<file path="src/rtl/sslt_pkg.sv">
// Shared types and constants for the sorted segment range table.
// Holds the controller state type, command and status codes, result field widths and parameter defaults.
// Depends on nothing; the top level and the checks module import it.
package sslt_pkg;

  // Parameter defaults for the top level.
  localparam int DEF_TABLE_DEPTH  = 16;
  localparam int DEF_CELL_BYTES   = 8;
  localparam int DEF_CARD_CELLS   = 256;
  localparam int DEF_HEADER_CELLS = 1;
  localparam int DEF_ADDR_BITS    = 32;

  // Fixed widths of the result fields.
  localparam int INDEX_W     = 4;
  localparam int STATUS_W    = 2;
  localparam int OUT_TDATA_W = 8;

  // Command codes carried on the input tuser.
  localparam logic CMD_INSERT = 1'b0;
  localparam logic CMD_LOOKUP = 1'b1;

  // Result status codes.
  localparam logic [STATUS_W-1:0] ST_OK   = 2'd0;
  localparam logic [STATUS_W-1:0] ST_MISS = 2'd1;
  localparam logic [STATUS_W-1:0] ST_FULL = 2'd2;

  // Controller states.
  typedef enum logic [2:0] {
    S_IDLE,
    S_INS,
    S_INS_PUT,
    S_SCAN,
    S_DIV_WAIT,
    S_DONE
  } ctrl_state_t;

endpackage

</file>
<file path="src/rtl/sorted_segment_range_table.sv">
// Sorted segment range table: a command stream in, one result per command out.
// The input transaction carries the command on s_tuser (insert or lookup) and
// the address, upper bound and double-cell flag on s_tdata. Each command gives
// exactly one result transaction: an entry index and a status on m_tdata.
// Ranges live in one synchronous memory, kept sorted by lower bound.
// Insert walks down from the top of the table, moving one entry up per cycle
// until it finds the slot; an insert into an empty or full table moves nothing.
// Lookup scans the table from index 0 at one entry per cycle while two
// constant-modulus units work out cell, double-cell and card header alignment;
// a hit waits for them before its result is offered, and a miss is offered
// after the whole scan. A lookup outside the overall bounds, or on an empty
// table, skips the scan.
// One command is in work at a time; s_tready is high only when the block is
// idle, from the cycle after a result is loaded. A stalled receiver keeps its
// result in the output register; the next command is still accepted and
// worked, and its result waits until the register is free.
// Reset empties the table and clears the bounds; memory contents need no
// clearing because only entries below the entry count are ever used.
module sorted_segment_range_table
  import sslt_pkg::*;
#(
  parameter int TABLE_DEPTH  = DEF_TABLE_DEPTH,
  parameter int CELL_BYTES   = DEF_CELL_BYTES,
  parameter int CARD_CELLS   = DEF_CARD_CELLS,
  parameter int HEADER_CELLS = DEF_HEADER_CELLS,
  parameter int ADDR_BITS    = DEF_ADDR_BITS
) (
  input  logic                                 clk,
  input  logic                                 rst,
  input  logic                                 s_tvalid,
  output logic                                 s_tready,
  // address [ADDR_BITS-1:0], upper_bound, double_cell, then zero padding
  input  logic [((2*ADDR_BITS+8)/8)*8-1:0]     s_tdata,
  // command
  input  logic                                 s_tuser,
  output logic                                 m_tvalid,
  input  logic                                 m_tready,
  // entry_index [3:0], status [5:4], zero padding [7:6]
  output logic [OUT_TDATA_W-1:0]               m_tdata
);

  localparam int IDX_W        = $clog2(TABLE_DEPTH);
  localparam int CNT_W        = $clog2(TABLE_DEPTH + 1);
  localparam int ENT_W        = 2 * ADDR_BITS + 1;
  localparam int CARD_BYTES   = CARD_CELLS * CELL_BYTES;
  localparam int HEADER_BYTES = HEADER_CELLS * CELL_BYTES;
  localparam int DREM_W       = $clog2(2 * CELL_BYTES);
  localparam int KREM_W       = $clog2(CARD_BYTES);

  ctrl_state_t state, state_next;

  // Held command operands.
  logic [ADDR_BITS-1:0] op_addr;
  logic [ADDR_BITS-1:0] op_high;
  logic                 op_dbl;

  // Table bookkeeping.
  logic [CNT_W-1:0]     entry_count;
  logic [ADDR_BITS-1:0] lowest;
  logic [ADDR_BITS-1:0] highest;
  logic [IDX_W-1:0]     ins_k;
  logic [IDX_W-1:0]     chk_idx;
  logic [IDX_W-1:0]     hit_idx;
  logic                 hit_dbl;
  logic [INDEX_W-1:0]   res_index;
  logic [STATUS_W-1:0]  res_status;

  // Range memory: {double, high, low} per entry.
  logic [ENT_W-1:0]     mem [TABLE_DEPTH];
  logic [IDX_W-1:0]     rd_addr;
  logic [ENT_W-1:0]     rd_data;
  logic                 wr_en;
  logic [IDX_W-1:0]     wr_addr;
  logic [ENT_W-1:0]     wr_data;

  // Input fields.
  logic [ADDR_BITS-1:0] in_addr;
  logic [ADDR_BITS-1:0] in_high;
  logic                 in_dbl;
  logic                 accept;
  logic                 out_free;

  // Decode of the entry just read.
  logic [ADDR_BITS-1:0] rd_low;
  logic [ADDR_BITS-1:0] rd_high;
  logic                 rd_dbl;
  logic                 shift_more;
  logic                 scan_hit;
  logic                 scan_last;
  logic                 table_full;
  logic                 quick_miss;

  // Alignment units.
  logic                 div_start;
  logic                 div_busy;
  logic                 cell_busy;
  logic                 card_busy;
  logic [DREM_W-1:0]    pair_rem;
  logic [KREM_W-1:0]    card_rem;
  logic                 align_miss;

  assign in_addr  = s_tdata[ADDR_BITS-1:0];
  assign in_high  = s_tdata[2*ADDR_BITS-1:ADDR_BITS];
  assign in_dbl   = s_tdata[2*ADDR_BITS];
  assign s_tready = (state == S_IDLE);
  assign accept   = s_tvalid && s_tready;
  assign out_free = !m_tvalid || m_tready;

  assign rd_low  = rd_data[ADDR_BITS-1:0];
  assign rd_high = rd_data[2*ADDR_BITS-1:ADDR_BITS];
  assign rd_dbl  = rd_data[2*ADDR_BITS];

  // Conditions that steer the walk through the table.
  assign shift_more = (rd_low > op_addr);
  assign scan_hit   = (rd_low <= op_addr) && (op_addr < rd_high);
  assign scan_last  = ((CNT_W'(chk_idx) + CNT_W'(1)) == entry_count);
  assign table_full = (entry_count == CNT_W'(TABLE_DEPTH));
  assign quick_miss = (in_addr < lowest) || (in_addr >= highest) ||
                      (entry_count == '0);
  assign div_start  = accept && (s_tuser == CMD_LOOKUP);
  assign div_busy   = cell_busy || card_busy;

  // Misaligned cell, odd cell in a double-cell range, or a card header.
  // The remainder by two cells is zero or one cell for a cell aligned address.
  assign align_miss = ((pair_rem != '0) && (pair_rem != DREM_W'(CELL_BYTES))) ||
                      (hit_dbl && (pair_rem != '0)) ||
                      (card_rem < KREM_W'(HEADER_BYTES));

  sslt_cdiv #(
    .ADDR_BITS (ADDR_BITS),
    .DIVISOR   (2 * CELL_BYTES)
  ) u_cell_div (
    .clk      (clk),
    .rst      (rst),
    .start    (div_start),
    .dividend (in_addr),
    .busy     (cell_busy),
    .rem      (pair_rem)
  );

  sslt_cdiv #(
    .ADDR_BITS (ADDR_BITS),
    .DIVISOR   (CARD_BYTES)
  ) u_card_div (
    .clk      (clk),
    .rst      (rst),
    .start    (div_start),
    .dividend (in_addr),
    .busy     (card_busy),
    .rem      (card_rem)
  );

  // Next state.
  always_comb begin
    state_next = state;
    unique case (state)
      S_IDLE: begin
        if (accept) begin
          if (s_tuser == CMD_INSERT) begin
            state_next = (table_full || entry_count == '0) ? S_DONE : S_INS;
          end else begin
            state_next = quick_miss ? S_DONE : S_SCAN;
          end
        end
      end
      S_INS: begin
        if (!shift_more) begin
          state_next = S_DONE;
        end else if (ins_k == IDX_W'(1)) begin
          state_next = S_INS_PUT;
        end
      end
      S_INS_PUT: state_next = S_DONE;
      S_SCAN: begin
        if (scan_hit) begin
          state_next = S_DIV_WAIT;
        end else if (scan_last) begin
          state_next = S_DONE;
        end
      end
      S_DIV_WAIT: begin
        if (!div_busy) begin
          state_next = S_DONE;
        end
      end
      S_DONE: begin
        if (out_free) begin
          state_next = S_IDLE;
        end
      end
      default: state_next = S_IDLE;
    endcase
  end

  // Memory port controls.
  always_comb begin
    rd_addr = chk_idx + IDX_W'(1);
    wr_en   = 1'b0;
    wr_addr = ins_k;
    wr_data = {op_dbl, op_high, op_addr};
    unique case (state)
      S_IDLE: begin
        rd_addr = '0;
        wr_addr = '0;
        wr_data = {in_dbl, in_high, in_addr};
        if (accept && s_tuser == CMD_INSERT) begin
          rd_addr = IDX_W'(entry_count - CNT_W'(1));
          wr_en   = (entry_count == '0);
        end
      end
      S_INS: begin
        rd_addr = ins_k - IDX_W'(2);
        wr_en   = 1'b1;
        if (shift_more) begin
          wr_data = rd_data;
        end
      end
      S_INS_PUT: begin
        wr_en   = 1'b1;
        wr_addr = '0;
      end
      S_SCAN, S_DIV_WAIT, S_DONE: begin
        rd_addr = chk_idx + IDX_W'(1);
      end
      default: begin
        wr_en = 1'b0;
      end
    endcase
  end

  // Range memory with registered read.
  always_ff @(posedge clk) begin
    if (wr_en) begin
      mem[wr_addr] <= wr_data;
    end
    rd_data <= mem[rd_addr];
  end

  // Control and datapath registers.
  always_ff @(posedge clk) begin
    if (rst) begin
      state       <= S_IDLE;
      entry_count <= '0;
      lowest      <= '0;
      highest     <= '0;
      m_tvalid    <= 1'b0;
    end else begin
      state <= state_next;
      // The result register loads when free and empties when taken.
      if (state == S_DONE && out_free) begin
        m_tvalid <= 1'b1;
      end else if (m_tvalid && m_tready) begin
        m_tvalid <= 1'b0;
      end
      unique case (state)
        S_IDLE: begin
          if (accept) begin
            op_addr <= in_addr;
            op_high <= in_high;
            op_dbl  <= in_dbl;
            chk_idx <= '0;
            ins_k   <= IDX_W'(entry_count);
            if (s_tuser == CMD_INSERT) begin
              if (table_full) begin
                res_index  <= '0;
                res_status <= ST_FULL;
              end else if (entry_count == '0) begin
                lowest      <= in_addr;
                highest     <= in_high;
                res_index   <= '0;
                res_status  <= ST_OK;
                entry_count <= entry_count + CNT_W'(1);
              end else begin
                if (in_addr < lowest) begin
                  lowest <= in_addr;
                end
                if (in_high > highest) begin
                  highest <= in_high;
                end
              end
            end else if (quick_miss) begin
              res_index  <= '0;
              res_status <= ST_MISS;
            end
          end
        end
        S_INS: begin
          if (shift_more) begin
            ins_k <= ins_k - IDX_W'(1);
          end else begin
            res_index   <= INDEX_W'(ins_k);
            res_status  <= ST_OK;
            entry_count <= entry_count + CNT_W'(1);
          end
        end
        S_INS_PUT: begin
          res_index   <= '0;
          res_status  <= ST_OK;
          entry_count <= entry_count + CNT_W'(1);
        end
        S_SCAN: begin
          if (scan_hit) begin
            hit_idx <= chk_idx;
            hit_dbl <= rd_dbl;
          end else if (scan_last) begin
            res_index  <= '0;
            res_status <= ST_MISS;
          end else begin
            chk_idx <= chk_idx + IDX_W'(1);
          end
        end
        S_DIV_WAIT: begin
          if (!div_busy) begin
            res_index  <= align_miss ? '0 : INDEX_W'(hit_idx);
            res_status <= align_miss ? ST_MISS : ST_OK;
          end
        end
        S_DONE: begin
          if (out_free) begin
            m_tdata <= {(OUT_TDATA_W - INDEX_W - STATUS_W)'(0), res_status, res_index};
          end
        end
        default: begin
        end
      endcase
    end
  end

endmodule

</file>
<file path="src/rtl/sslt_cdiv.sv">
// Remainder of an address by a constant modulus, using weighted byte folding and
// a reciprocal multiplication in a three-stage pipeline.
// Depends on nothing outside this file.
module sslt_cdiv #(
  parameter int ADDR_BITS = 32,
  parameter int DIVISOR   = 8
) (
  input  logic                         clk,
  input  logic                         rst,
  input  logic                         start,
  input  logic [ADDR_BITS-1:0]         dividend,
  output logic                         busy,
  output logic [$clog2(DIVISOR)-1:0]   rem
);

  localparam int REM_W   = $clog2(DIVISOR);
  localparam int NCHUNK  = (ADDR_BITS + 7) / 8;
  localparam int PAD_W   = NCHUNK * 8;
  localparam int SUM_MAX = NCHUNK * 255 * (DIVISOR - 1);
  localparam int SUM_W   = $clog2(SUM_MAX + 1);
  localparam int QUO_W   = $clog2(NCHUNK * 255 + 1);
  localparam int SHIFT   = SUM_W + REM_W;
  localparam int RCP_W   = SUM_W + 1;
  localparam int PROD_W  = SUM_W + RCP_W;

  localparam logic [63:0] RCP_FULL =
    ((64'd1 << SHIFT) + 64'(DIVISOR) - 64'd1) / 64'(DIVISOR);
  localparam logic [RCP_W-1:0] RECIP = RCP_W'(RCP_FULL);

  typedef logic [NCHUNK-1:0][REM_W-1:0] weights_t;

  // Weight of each address byte: 256 to the power of its position, modulo the divisor.
  function automatic weights_t weight_table();
    weights_t tbl;
    int       w;
    int       i;
    w = 1;
    for (i = 0; i < NCHUNK; i++) begin
      tbl[i] = REM_W'(w % DIVISOR);
      w = (w * 256) % DIVISOR;
    end
    return tbl;
  endfunction

  localparam weights_t WEIGHTS = weight_table();

  logic [PAD_W-1:0]  padded;
  logic [SUM_W-1:0]  sum_comb;
  logic [SUM_W-1:0]  sum_reg;
  logic [PROD_W-1:0] prod;
  logic [QUO_W-1:0]  quo_reg;
  logic              stage1;
  logic              stage2;

  assign padded = PAD_W'(dividend);
  assign busy   = stage1 || stage2;

  // Fold the address bytes into a small sum with the same remainder.
  always_comb begin
    sum_comb = '0;
    for (int i = 0; i < NCHUNK; i++) begin
      sum_comb = sum_comb + SUM_W'(padded[i*8 +: 8]) * SUM_W'(WEIGHTS[i]);
    end
  end

  // Quotient of the folded sum by reciprocal multiplication.
  assign prod = PROD_W'(sum_reg) * PROD_W'(RECIP);

  // Fold, then quotient, then remainder; a new start restarts the pipeline.
  always_ff @(posedge clk) begin
    if (rst) begin
      stage1 <= 1'b0;
      stage2 <= 1'b0;
    end else if (start) begin
      stage1  <= 1'b1;
      stage2  <= 1'b0;
      sum_reg <= sum_comb;
    end else begin
      stage1 <= 1'b0;
      stage2 <= stage1;
      if (stage1) begin
        quo_reg <= QUO_W'(prod >> SHIFT);
      end
      if (stage2) begin
        rem <= REM_W'(sum_reg - SUM_W'(quo_reg) * SUM_W'(DIVISOR));
      end
    end
  end

endmodule

</file>
<file path="config.mk">
export PLATFORM = sky130hd
export DESIGN_NAME = sorted_segment_range_table
export DESIGN_NICKNAME = d
export VERILOG_FILES = /design/src/rtl/sslt_pkg.sv /design/src/rtl/sorted_segment_range_table.sv /design/src/rtl/sslt_cdiv.sv
export SDC_FILE = /design/constraint.sdc
export NUM_CORES = 2
export LEC_CHECK = 0
export BUFFER_PORTS_ARGS = -buffer_cell sky130_fd_sc_hd__clkbuf_2
export CAP_MARGIN = 20
export CORE_ASPECT_RATIO = 0.9
export CORE_MARGIN = 2
export CORE_UTILIZATION = 25
export CTS_CLUSTER_SIZE = 24
export DETAILED_ROUTE_END_ITERATION = 8
export PLACE_DENSITY = 0.46
export REMOVE_ABC_BUFFERS = 1
export SLEW_MARGIN = 0
export SYNTH_ARGS = -nofsm -noshare
export SYNTH_HDL_FRONTEND = slang
export SYNTH_SLANG_ARGS = --single-unit
</file>
<file path="constraint.sdc">
create_clock -name clk -period 10.1 [get_ports clk]
set_input_delay 3.03 -clock clk [delete_from_list [all_inputs] [get_ports clk]]
set_output_delay 3.03 -clock clk [all_outputs]
set_load 0.01 [all_outputs]
</file>
==> out/results.ini <==
[status]
status = completed

[cells_and_area]
largest_reg_flops = 1040
regMostFlops = mem
finalNetCount = 3341
drive_gt1_frac = 0.207
synthToLayoutAreaGrowth_pct = 15.8
top_regs = mem (1040), rd_data (65)
fin_area_um2 = 61600

[power]
power_density_nw_per_um2 = 319
p_seq_frac = 0.393
combPwrFrac = 0.360
switchingPower_uw = 6520
p_int_uw = 13100
vdd_drop_max_mv = 0.315
leakage_uw = 0.0207
power_uw = 19600
switching_share = 0.332
p_clk_frac = 0.247

[synthesis]
synthArstFlopShare = 0
ys_types = 69
avgSynthCellArea_um2 = 18.1
syn_inst = 2941
synth_edf_count = 1152
yosysWarnings = 0
syn_area_um2 = 53200
synth_seq_cells = 1292
synth_ff_type = edfxtp_1
synth_seq_area_share = 0.703

[sta]
fin_skew_ps = 28.5
finalCritPeriodShare = 0.639
fmax_ghz = 0.155
max_slew_margin = 0.227
hold_viol = 0
worst_slew_pin_slew_ps = 1150
grt_setup_unrepaired = no
maxSlewViolCount = 0
setup_viol = 0
layout_min_cycle_time_ps = 6450

[placed_design]
post_dp_cell_area_um2 = 57100
routabilityCongestion = 0.807
portBuffers = 77
hpwl_um = 83800

[route]
via_per_inst = 4.50
dr.pass1.iters = 5
vias = 27185
routed_wl_um = 143000
avgRoutedWirePerCell_um = 23.6
drc = 0
drt_iter0_markers = 2473
postRouteAntennaNets = 0

[clock_network]
htree_levels = 3
cts_buffers = 121
clk_pin_slew_ps = 70
cts_root_buffer = clkbuf_16
cts_sinks = 1292
cts_hold_buffers = 0
clock_path_buffers = 3
cts.repair.resized = 0
clk_latency_ps = 740
cts_tree = yes
cts_setup_buffers = 0

[floorplan]
die_y_um = 442
die_x_um = 490
initial_utilization = 0.252
dieArea_um2 = 216000
fp-row-count = 160
io_pins = 87
core_area_um2 = 211000

[critical_path]
cp_data_arrival_time_ps = 7090
path_max_fanout = 17
worstSetupPathType = input pin to flip-flop
start_kind = input pin
critical_path_required_ps = 10750
endpoint_kind = flip-flop

[grt]
grt_pass1_wl_um = 204000
grt_pass1_vias = 27519
grt.total_usage = 0.130
grt-ovfl-total = 0
antenna_found_initial = 48
grt_max_degree = 133

[hold_path]
hold_class = flip-flop to flip-flop

[run]
cap_viol_max_count = 0

==> cells in the mapped netlist (3+ instances only) <==
cell | number | area, µm²
ha_1 | 166 | 2080
a22oi_1 | 66 | 495
o2bb2ai_1 | 35 | 307
dfxtp_1 | 140 | 2800
a21o_1 | 11 | 82.6
a211o_1 | 5 | 43.8
nor3_1 | 11 | 55.1
o22ai_1 | 36 | 225
buf_2 | 61 | 305
edfxtp_1 | 1152 | 34600
nand2_1 | 182 | 683
nor4_1 | 6 | 37.5
nor2_1 | 45 | 169
buf_4 | 3 | 22.5
nand3_1 | 27 | 135
a21oi_1 | 68 | 340
nand4_1 | 19 | 119
a31oi_1 | 4 | 25.0
clkbuf_1 | 57 | 214
buf_6 | 22 | 248
nor2b_1 | 5 | 31.3
a22o_1 | 4 | 35.0
mux4_2 | 260 | 5860
xor2_1 | 7 | 61.3
or3_1 | 4 | 25.0
and4_1 | 4 | 35.0
o21a_1 | 7 | 52.6
inv_1 | 137 | 514
or4_1 | 6 | 45.0
and2_1 | 6 | 37.5
o21ai_0 | 35 | 175
xnor2_1 | 7 | 61.3
a211oi_1 | 11 | 82.6
or2_2 | 7 | 43.8
o211ai_1 | 11 | 82.6
nand2b_1 | 6 | 37.5
mux2i_1 | 260 | 2600
a2111oi_0 | 6 | 52.6
o31ai_1 | 3 | 22.5
==> cells by family after synthesis <==
logic type	synth area share
AO/OA/AOI/OAI	0.0413
XOR/XNOR	0.00231
flip-flops	0.703
adder cells (fa/ha/maj)	0.0391
buffers and inverters	0.0247
AND/OR/NAND/NOR	0.0303
multiplexers	0.159
other	0.0000705
==> per-stage QoR <==
stage                     setup TNS [ps]   util  instances  hold slack (ps)  setup WS (ps)
final                                  0  0.291       6047              422           3650
after global routing                   0  0.291       6044              426           3710
after CTS                              0  0.290       6006              423           3850
after detailed placement               0  0.270       5774              406           3070
after global placement                 0  0.270       5770              402           2990
after floorplan                 -1007500      -       2799              400         -15500
==> metal layers <==
layer / wire length (µm) / vias up / track usage
met5: 138 / - / 0
li1: - / 12123 / -
met3: 7350 / 229 / 0.0255
met4: 2800 / 24 / 0.0276
met2: 65700 / 669 / 0.206
met1: 66900 / 14140 / 0.184
==> layout make-up <==
cell class | count | area [µm²]
Multi-Input combinational cell | 1368 | 14700
Tap cell | 2835 | 3550
Timing Repair Buffer | 176 | 1200
Sequential cell | 1292 | 37400
Inverter | 139 | 527
Clock inverter | 71 | 833
Fill cell | 20961 | 150000
Antenna cell | 5 | 12.5
Clock buffer | 161 | 3380
==> final timing paths <==
kind | startpoint | to | slack (ps) | cells past startpoint
setup / recovery | s_tdata[31] | lowest[18] | 3650 | 9
hold reg to reg | u_card_div.sum_reg[8] | u_card_div.rem[8] | 420 | 0
hold / removal | u_card_div.sum_reg[8] | u_card_div.rem[8] | 420 | 0
setup reg to reg | op_addr[31] | mem[12][46] | 5420 | 10
==> power groups by stage <==
| stage | registers (µW) | logic [µW] | clock network [µW] |
|---|---|---|---|
| floorplan | 7780 | 5360 | 0 |
| global placement | 7850 | 7040 | 0 |
| detailed placement | 7860 | 7080 | 0 |
| CTS | 7750 | 7100 | 4980 |
| global route | 7780 | 7730 | 5190 |
| finish | 7720 | 7070 | 4850 |
==> layout by cell type, fill, tap and decap left out, types with 77 or more instances in the layout <==
cell type  count
dfxtp_1      140
buf_4         91
nand2_1      182
inv_1        137
mux4_2       260
mux2i_1      260
clkbuf_2      77
clkbuf_16    126
ha_1         166
edfxtp_1    1152
==> worst max-delay path, cell delays in order <==
cell,delay [ps]
clkbuf_2,140
ha_1,320
a21oi_1,710
nand2_1,110
a211oi_1,970
o22a_1,440
a22o_2,660
buf_4,450
mux2i_1,240
Power figures use the tool's default switching activity.
